`config.mk`:
```
export PLATFORM = sky130hd
export DESIGN_NAME = programmable_interval_clock
export DESIGN_NICKNAME = d
export VERILOG_FILES = /design/src/rtl/core/pic_pkg.sv /design/src/rtl/core/pic_core.sv /design/src/rtl/core/pic_out_stage.sv /design/src/rtl/core/programmable_interval_clock.sv
export SDC_FILE = /design/constraint.sdc
export NUM_CORES = 1
export LEC_CHECK = 0
export BUFFER_PORTS_ARGS = -buffer_cell sky130_fd_sc_hd__buf_2
export CAP_MARGIN = 20
export CELL_PAD_IN_SITES_DETAIL_PLACEMENT = 1
export CELL_PAD_IN_SITES_GLOBAL_PLACEMENT = 1
export CORE_MARGIN = 2
export CORE_UTILIZATION = 35
export CTS_BUF_LIST = sky130_fd_sc_hd__clkbuf_8
export DETAILED_ROUTE_END_ITERATION = 10
export PLACE_DENSITY_LB_ADDON = 0.1
export SYNTH_ARGS = -nofsm -noshare
export SYNTH_HDL_FRONTEND = slang
export SYNTH_SLANG_ARGS = --single-unit
export TNS_END_PERCENT = 10
```
`constraint.sdc`:
```
create_clock -name clk -period 6.35 [get_ports clk]
set_input_delay 1.905 -clock clk [delete_from_list [all_inputs] [get_ports clk]]
set_output_delay 1.905 -clock clk [all_outputs]
set_load 0.01 [all_outputs]
```
`src/rtl/core/pic_pkg.sv`:
```
// Shared types and constants for the programmable interval clock.
// Holds the request/response structs, operation and register codes, and
// control/status bit positions. No dependencies.
package pic_pkg;

	typedef enum logic [1:0] {
		OP_TICK  = 2'd0,
		OP_READ  = 2'd1,
		OP_WRITE = 2'd2
	} op_t;

	typedef enum logic [1:0] {
		SEL_CSR     = 2'd0,
		SEL_PRESET  = 2'd1,
		SEL_COUNTER = 2'd2
	} sel_t;

	typedef enum logic [1:0] {
		CFG_FAST = 2'd0,
		CFG_SLOW = 2'd1,
		CFG_LINE = 2'd2
	} cfg_idx_t;

	typedef enum logic [1:0] {
		RATE_STOP = 2'd0,
		RATE_FAST = 2'd1,
		RATE_SLOW = 2'd2,
		RATE_LINE = 2'd3
	} rate_t;

	localparam int unsigned DATA_W = 16;

	// control/status bit positions
	localparam int unsigned CS_GO     = 0;
	localparam int unsigned CS_RATE_L = 1;
	localparam int unsigned CS_RATE_H = 2;
	localparam int unsigned CS_REPEAT = 3;
	localparam int unsigned CS_IE     = 6;
	localparam int unsigned CS_DONE   = 7;

	localparam logic [DATA_W-1:0] DIV_FAST_RST = 16'd10;
	localparam logic [DATA_W-1:0] DIV_SLOW_RST = 16'd98;
	localparam logic [DATA_W-1:0] DIV_LINE_RST = 16'd16384;

	typedef struct packed {
		logic [1:0]        op;
		logic [1:0]        reg_sel;
		logic [DATA_W-1:0] wdata;
	} req_t;

	typedef struct packed {
		logic [DATA_W-1:0] rdata;
		logic              irq;
	} rsp_t;

endpackage

```
`src/rtl/core/pic_core.sv`:
```
// Clock register file, divisor registers and the single-pass update logic.
// Applies one request per step_en and returns its response combinationally.
// Depends on pic_pkg.
module pic_core import pic_pkg::*; (
	input  logic              clk,
	input  logic              arst_n,
	input  logic              step_en,
	input  req_t              req,
	output rsp_t              rsp,
	input  logic              cfg_en,
	input  logic [1:0]        cfg_index,
	input  logic [DATA_W-1:0] cfg_data
);

	logic [DATA_W-1:0] div_fast_q, div_slow_q, div_line_q;
	logic [DATA_W-1:0] csr_q, preset_q, counter_q, prescale_q;
	logic [DATA_W-1:0] csr_d, preset_d, counter_d, prescale_d;
	logic [DATA_W-1:0] div;
	logic [DATA_W:0]   prescale_inc;
	logic              rate_on;

	always_ff @(posedge clk or negedge arst_n) begin
		if (!arst_n) begin
			div_fast_q <= DIV_FAST_RST;
			div_slow_q <= DIV_SLOW_RST;
			div_line_q <= DIV_LINE_RST;
		end else if (cfg_en) begin
			unique case (cfg_index)
				CFG_FAST: div_fast_q <= cfg_data;
				CFG_SLOW: div_slow_q <= cfg_data;
				CFG_LINE: div_line_q <= cfg_data;
				default:  ; // drop writes past the last register
			endcase
		end
	end

	// divisor selection from the RATE field
	always_comb begin
		rate_on = 1'b1;
		div     = div_fast_q;
		unique case (csr_q[CS_RATE_H:CS_RATE_L])
			RATE_FAST: div = div_fast_q;
			RATE_SLOW: div = div_slow_q;
			RATE_LINE: div = div_line_q;
			default:   rate_on = 1'b0;
		endcase
	end

	assign prescale_inc = {1'b0, prescale_q} + {{DATA_W{1'b0}}, 1'b1};

	always_comb begin
		csr_d      = csr_q;
		preset_d   = preset_q;
		counter_d  = counter_q;
		prescale_d = prescale_q;
		rsp        = '0;
		unique case (req.op)
			OP_TICK: begin
				if (csr_q[CS_GO] && rate_on) begin
					if (prescale_inc < {1'b0, div}) begin
						prescale_d = prescale_inc[DATA_W-1:0];
					end else begin
						prescale_d = '0;
						if (counter_q != '0) begin
							counter_d = counter_q - {{(DATA_W-1){1'b0}}, 1'b1};
						end else begin
							// underflow: flag done, raise irq if enabled, reload or stop
							csr_d[CS_DONE] = 1'b1;
							rsp.irq        = csr_q[CS_IE];
							if (csr_q[CS_REPEAT]) begin
								counter_d = preset_q;
							end else begin
								csr_d[CS_GO] = 1'b0;
							end
						end
					end
				end
			end
			OP_READ: begin
				unique case (req.reg_sel)
					SEL_CSR:     rsp.rdata = csr_q;
					SEL_PRESET:  rsp.rdata = preset_q;
					SEL_COUNTER: rsp.rdata = counter_q;
					default:     rsp.rdata = '0;
				endcase
			end
			OP_WRITE: begin
				unique case (req.reg_sel)
					SEL_CSR: begin
						csr_d = req.wdata;
						if (req.wdata[CS_GO]) begin
							counter_d      = preset_q;
							csr_d[CS_DONE] = 1'b0;
							prescale_d     = '0;
						end
					end
					SEL_PRESET: begin
						preset_d  = req.wdata;
						counter_d = req.wdata;
					end
					SEL_COUNTER: counter_d = req.wdata;
					default: ;
				endcase
			end
			default: ;
		endcase
	end

	always_ff @(posedge clk or negedge arst_n) begin
		if (!arst_n) begin
			csr_q      <= '0;
			preset_q   <= '0;
			counter_q  <= '0;
			prescale_q <= '0;
		end else if (step_en) begin
			csr_q      <= csr_d;
			preset_q   <= preset_d;
			counter_q  <= counter_d;
			prescale_q <= prescale_d;
		end
	end

endmodule

```
`src/rtl/core/pic_out_stage.sv`:
```
// Result register of the clock: holds one response until the consumer takes it.
// Depends on pic_pkg.
module pic_out_stage import pic_pkg::*; (
	input  logic clk,
	input  logic arst_n,
	input  logic load,
	input  rsp_t rsp_in,
	output logic can_load,
	output logic valid,
	input  logic ready,
	output rsp_t rsp_s2
);

	logic valid_s2;

	assign can_load = !valid_s2 || ready;
	assign valid    = valid_s2;

	always_ff @(posedge clk or negedge arst_n) begin
		if (!arst_n) begin
			valid_s2 <= 1'b0;
		end else if (can_load) begin
			valid_s2 <= load;
		end
	end

	always_ff @(posedge clk) begin
		if (load && can_load) begin
			rsp_s2 <= rsp_in;
		end
	end

endmodule

```
`src/rtl/core/programmable_interval_clock.sv`:
```
// Programmable interval clock: tick, register read and register write requests.
// The update in pic_core fits between the input and the result register.
// Throughput: one request per cycle unless the result register stalls on rsp_ready low.
// Reset clears the clock registers and pipeline valids and loads the default divisors.
// Configuration writes are taken in every cycle (cfg_ready is tied high).
// Depends on pic_pkg, pic_core and pic_out_stage.
module programmable_interval_clock import pic_pkg::*; (
	input  logic              clk,
	input  logic              arst_n,
	input  logic              req_valid,
	output logic              req_ready,
	input  logic [1:0]        op,
	input  logic [1:0]        reg_sel,
	input  logic [DATA_W-1:0] wdata,
	output logic              rsp_valid,
	input  logic              rsp_ready,
	output logic [DATA_W-1:0] rdata,
	output logic              irq,
	input  logic              cfg_valid,
	output logic              cfg_ready,
	input  logic [1:0]        cfg_index,
	input  logic [DATA_W-1:0] cfg_data
);

	logic valid_s1;
	req_t req_s1;
	rsp_t rsp_comb;
	rsp_t rsp_s2;
	logic out_can_load;
	logic advance;

	assign advance   = valid_s1 && out_can_load;
	assign req_ready = !valid_s1 || advance;
	assign cfg_ready = 1'b1;

	always_ff @(posedge clk or negedge arst_n) begin
		if (!arst_n) begin
			valid_s1 <= 1'b0;
		end else if (req_ready) begin
			valid_s1 <= req_valid;
		end
	end

	always_ff @(posedge clk) begin
		if (req_valid && req_ready) begin
			req_s1 <= '{op: op, reg_sel: reg_sel, wdata: wdata};
		end
	end

	pic_core u_core (
		.clk       (clk),
		.arst_n    (arst_n),
		.step_en   (advance),
		.req       (req_s1),
		.rsp       (rsp_comb),
		.cfg_en    (cfg_valid && cfg_ready),
		.cfg_index (cfg_index),
		.cfg_data  (cfg_data)
	);

	pic_out_stage u_out (
		.clk      (clk),
		.arst_n   (arst_n),
		.load     (advance),
		.rsp_in   (rsp_comb),
		.can_load (out_can_load),
		.valid    (rsp_valid),
		.ready    (rsp_ready),
		.rsp_s2   (rsp_s2)
	);

	assign rdata = rsp_s2.rdata;
	assign irq   = rsp_s2.irq;

endmodule

```
; ---- Word-level counts from Yosys, hierarchy flattened
; Cells that the tools add are included.
[word_totals]
ff_bits = 151
input_bits = 43
output_inout_bits = 20
word_cells = 90
[classes]
add_sub_neg = 2
magnitude_cmp = 1
n_eq_ne = 18
muxes = 26
bitwise = 2
reduce_logical = 25
[op_table]
columns = operator, n
row1 = $mux 16, 9
row2 = $pmux 16 s2, 4
row3 = $pmux 16 s3, 1
row4 = $add 16x1->17 const B, 1
row5 = $lt 17x16->1, 1
row6 = $reduce_bool 16->1, 1
row7 = $sub 16x1->16 const B, 1
row8 = $reduce_and 7->1, 2
row9 = $eq 2x2->1 const B, 5
row10 = $ne 2x2->1 const B, 5
row11 = $mux 1, 9
row12 = $eq 2x1->1 const B, 4
row13 = $mux 8, 1
row14 = $logic_not 2->1, 3
row15 = $ne 3x3->1 const B, 2
row16 = $reduce_and 2->1, 3
row17 = $reduce_and 3->1, 2
row18 = $reduce_and 6->1, 1
row19 = $reduce_and 5->1, 1
row20 = $logic_and 1x1->1, 4
row21 = $pmux 1 s2, 2
row22 = $reduce_or 4->1, 1
row23 = $ne 3x1->1 const B, 1
row24 = $reduce_or 3->1, 1
row25 = 6 further kinds, 9

; ---- Depth between registers and ports, before layout
[depth]
depth_word = 6
depth_mapped = 14
mapped_depth_nobuf = 13

; ---- By module
; Synthesis repeated with hierarchy kept, for this count alone.
[unflattened]
cells_unflattened = 657
area_unflattened_um2 = 7747.4
[by_module_without_submodules]
columns = mod, instances, cells_per_inst, area_each_um2, seq_area_each_um2
row1 = pic_core, 1, 609, 6511.2, 2810.2
row2 = programmable_interval_clock, 1, 27, 671.9, 625.6
row3 = pic_out_stage, 1, 21, 564.3, 535.5

; ---- Worst setup path after synthesis
; No wires, ideal clock.
[synth_timing]
path_kind = input to output
start = in rsp_ready
end = out req_ready
arrival_ps = 2217
required_time_ps = 4445
setup_slack_ps = 2228
cell_stages = 2
path_buffers = 0
path_cell_list = nor2b_1 -> nand2_1
[synth_between]
elab_chain_cells = 3
[synth_rtl]
columns = element, line
row1 = from (decl), programmable_interval_clock.sv:16  ; input logic rsp_ready,
row2 = $logic_or 1x1->1, pic_out_stage.sv:16  ; assign can_load = !valid_s2 || ready;
row3 = $logic_and 1x1->1, programmable_interval_clock.sv:32  ; assign advance = valid_s1 && out_can_load;
row4 = $logic_or 1x1->1, programmable_interval_clock.sv:33  ; assign req_ready = !valid_s1 || advance;
row5 = to (decl), programmable_interval_clock.sv:11  ; output logic req_ready,
; No other way between the ends.

; ---- Worst setup path after layout
; Ends and elaborated chain as after synthesis.

==> impl_metrics.ini <==
[route]
ant_nets = 0
num_vias = 5413
drt-initial-drc-count = 244
drc_errors = 0
first_pass_iters = 5
routedWlPerCell_um = 20.6
via_per_inst = 5.47
wl_mm = 20.4

[power]
p_leak_uw = 0.00371
report.power.total_uw = 2690
p_per_area_mw_per_mm2 = 311
ir_drop_uv = 124

[timing]
post-route-period-util = 0.701
period_minus_slack_ns = 4.45
hold_violations = 0
max_clock_freq_mhz = 225
setup_viol = 0
drv_slew = 0
fin_skew_ns = 0.0199
rsz0062_at_grt = no
relSlewSlack = 0.273
worstMarginPinSlew_ns = 1.09
finalSetupTns_ns = 0

[synth]
synth_ff_type = dfrtp_1
synth_cell_types = 66
netlist_area_mm2 = 0.00763
synthCells = 638
synth_top_area_share = 0.354
yosysSeqAreaShare = 0.521
synth_warnings = 0
ys_top_cells_by_area = dfrtp_1 (35%), edfxtp_1 (15%), mux2_2 (12%)
postSynthRegisterBits = 151
yosysTopAreaCell = dfrtp_1
syn_area_per_cell_um2 = 12.0
synth_edf_count = 37
async_flop_share = 0.755
synth_nets = 703

[critical_path]
cp_top_family = simple AND/OR/NAND/NOR gates
worst_r2r_path_depth = 13
cp_cell_sequence = buf_2, nor2b_1, nand2_1, buf_2
critPathKind = in2out
slowest_stage = nor2b_1
rr_endpoint = u_core.counter_q[11]$_DFFE_PN0P_
path_max_fanout = 4
max_stage_delay_ns = 0.25
r2r_slack_ns = 2.32
cpMostUsedCell = buf_2
arrival_ns = 2.54
worst_ep_required_time_ns = 4.45
startpoint_type = input pin
crit_buf_inv = 2
r2r_start = u_core.prescale_q[0]$_DFFE_PN0P_
cp-end-kind = output pin

[finish]
drive_above_1_share = 0.300
nets = 762
mostFrequentLayoutCell = dfrtp_1
final_cell_mix = dfrtp_1 (108), mux2_2 (82), buf_2 (60), nand2_1 (46)
fill_cells = 2343
area_delta_synth_final_pct = 13.4
antennaDiodeCount = 0

[placement]
io_buffers = 61
gp_congestion = 0.775
dpl.hpwl_mm = 14.0

[outcome]
status = completed

[floorplanning]
start_util = 0.353
coreArea_mm2 = 0.0216
die_area_mm2 = 0.0230
ios = 63
row_count = 54
die_y_um = 152
die_w_um = 152

[clock_tree]
cts_resized = 0
cts_tree = yes
clock_latency_ns = 0.47
numCtsBuffers = 17
cts_buffer_depth = 2
ctsHoldBuffers = 0
path_clk_slew_ns = 0.08
clockRootBuffer = clkbuf_8
post_cts_buffers = 0
cts_sinks = 151
htreeDepth = 4

[min_path]
hold_class = reg2reg
hp-start = u_core.div_fast_q[9]$_DFFE_PN0P_
hold_path_depth = 1
hold_end = u_core.div_fast_q[9]$_DFFE_PN0P_

[global_route]
first_global_vias = 5935
overflow = 0
grt_pass1_wl_mm = 32.4
grt_usage = 0.187
antenna_found_initial = 0
grt_max_degree = 60

[job]
max_cap_violations = 0
## worst register-to-register path: stages (launching register included)
cell and delay [ns]:
dfrtp_1 0.45, ha_1 0.29, nand4_1 0.22, nor2_1 0.34, nand3_1 0.14, xnor2_1 0.25
ha_1 0.29, a21oi_1 0.15, or3_1 0.13, o211ai_1 0.10, buf_4 0.21, or3_1 0.40
o21bai_4 0.54, mux2_2 0.42
## sequential cells by signal, indices dropped and copies added, names as in the netlist
signal and cells:
u_core.div_fast_q 16, u_core.counter_q 16, u_out.rsp_s2 17, u_out.valid 1, u_core.div_line_q 16, u_core.div_slow_q 16, valid_s1 1, u_core.csr_q 16
u_core.preset_q 16, u_core.prescale_q 16, req_s1 20
## synthesized netlist by cell type, types with 3 or more instances
cell	instances
xor2_1	4
nor4_1	6
or2_2	4
a21o_1	5
a2111oi_0	3
a221o_1	7
nor2_1	38
mux2i_1	29
or3_1	3
inv_1	15
o21bai_1	3
o22ai_1	3
xnor2_1	14
clkbuf_1	17
nand3b_1	4
nor2b_1	5
a21oi_1	13
buf_2	8
o221ai_1	6
and3_1	3
o21ai_0	30
nor3_1	9
and2_1	5
nand2_1	46
buf_4	3
mux2_2	82
a31o_2	3
nand2b_1	4
ha_1	22
edfxtp_1	37
a222oi_1	19
nand4_1	8
dfstp_2	6
dfrtp_1	108
a22o_1	5
nand3_1	24
## logic make-up after synthesis
| kind of cell | after synthesis | synth area share |
|---|---|---|
| flops | 151 | 0.521 |
| simple gates | 174 | 0.119 |
| mux | 113 | 0.162 |
| fa+ha+maj | 22 | 0.0361 |
| other cells | 1 | 0.000492 |
| compound gates | 113 | 0.113 |
| xor+xnor | 18 | 0.0207 |
| buf+inv | 46 | 0.0274 |
## final cells by class
class                      count  area [um^2]  area share
sequential                   151         3970       0.459
multi-input combinational    441         3450       0.399
timing repair buffer          71          423      0.0489
tap                          280          350      0.0405
clock buffer                  19          262      0.0302
clock inverter                13          138      0.0159
inverter                      15         56.3     0.00651
## power by group
group	leakage, uW	internal (uW)	total, uW	switching [uW]
registers	0.00175	1180	1350	173
clock network	0.000199	342	754	412
logic	0.00176	292	589	297
## per-layer routing
layer | global-route usage | vias up | wire length, um
met2 | 0.338 | 93 | 10600
met3 | 0.0329 | 22 | 629
met5 | 0 | - | 0
met4 | 0.0574 | 0 | 314
met1 | 0.226 | 2782 | 8790
li1 | - | 2516 | -
## how the worst max path moves through the flow
stage	start	to	slack, ns	depth (start not counted)
finish	rsp_ready	req_ready	1.90	4
floorplan	rsp_ready	req_ready	2.23	2
CTS	rsp_ready	req_ready	1.90	4
global route	rsp_ready	req_ready	1.83	4
global placement	rsp_ready	req_ready	1.95	4
detailed placement	rsp_ready	req_ready	1.91	4
## stage by stage
step | worst slack (ns) | util | std cells | hold slack (ns) | instance area [um^2]
CTS | 1.90 | 0.397 | 988 | 0.510 | 8590
floorplan | 2.23 | - | 638 | 0.463 | 7630
finish | 1.90 | 0.400 | 990 | 0.506 | 8650
global placement | 1.95 | 0.379 | 956 | 0.482 | 8190
global route | 1.83 | 0.400 | 990 | 0.525 | 8650
detailed placement | 1.91 | 0.379 | 956 | 0.480 | 8190
(Power assumes the default switching activity.)
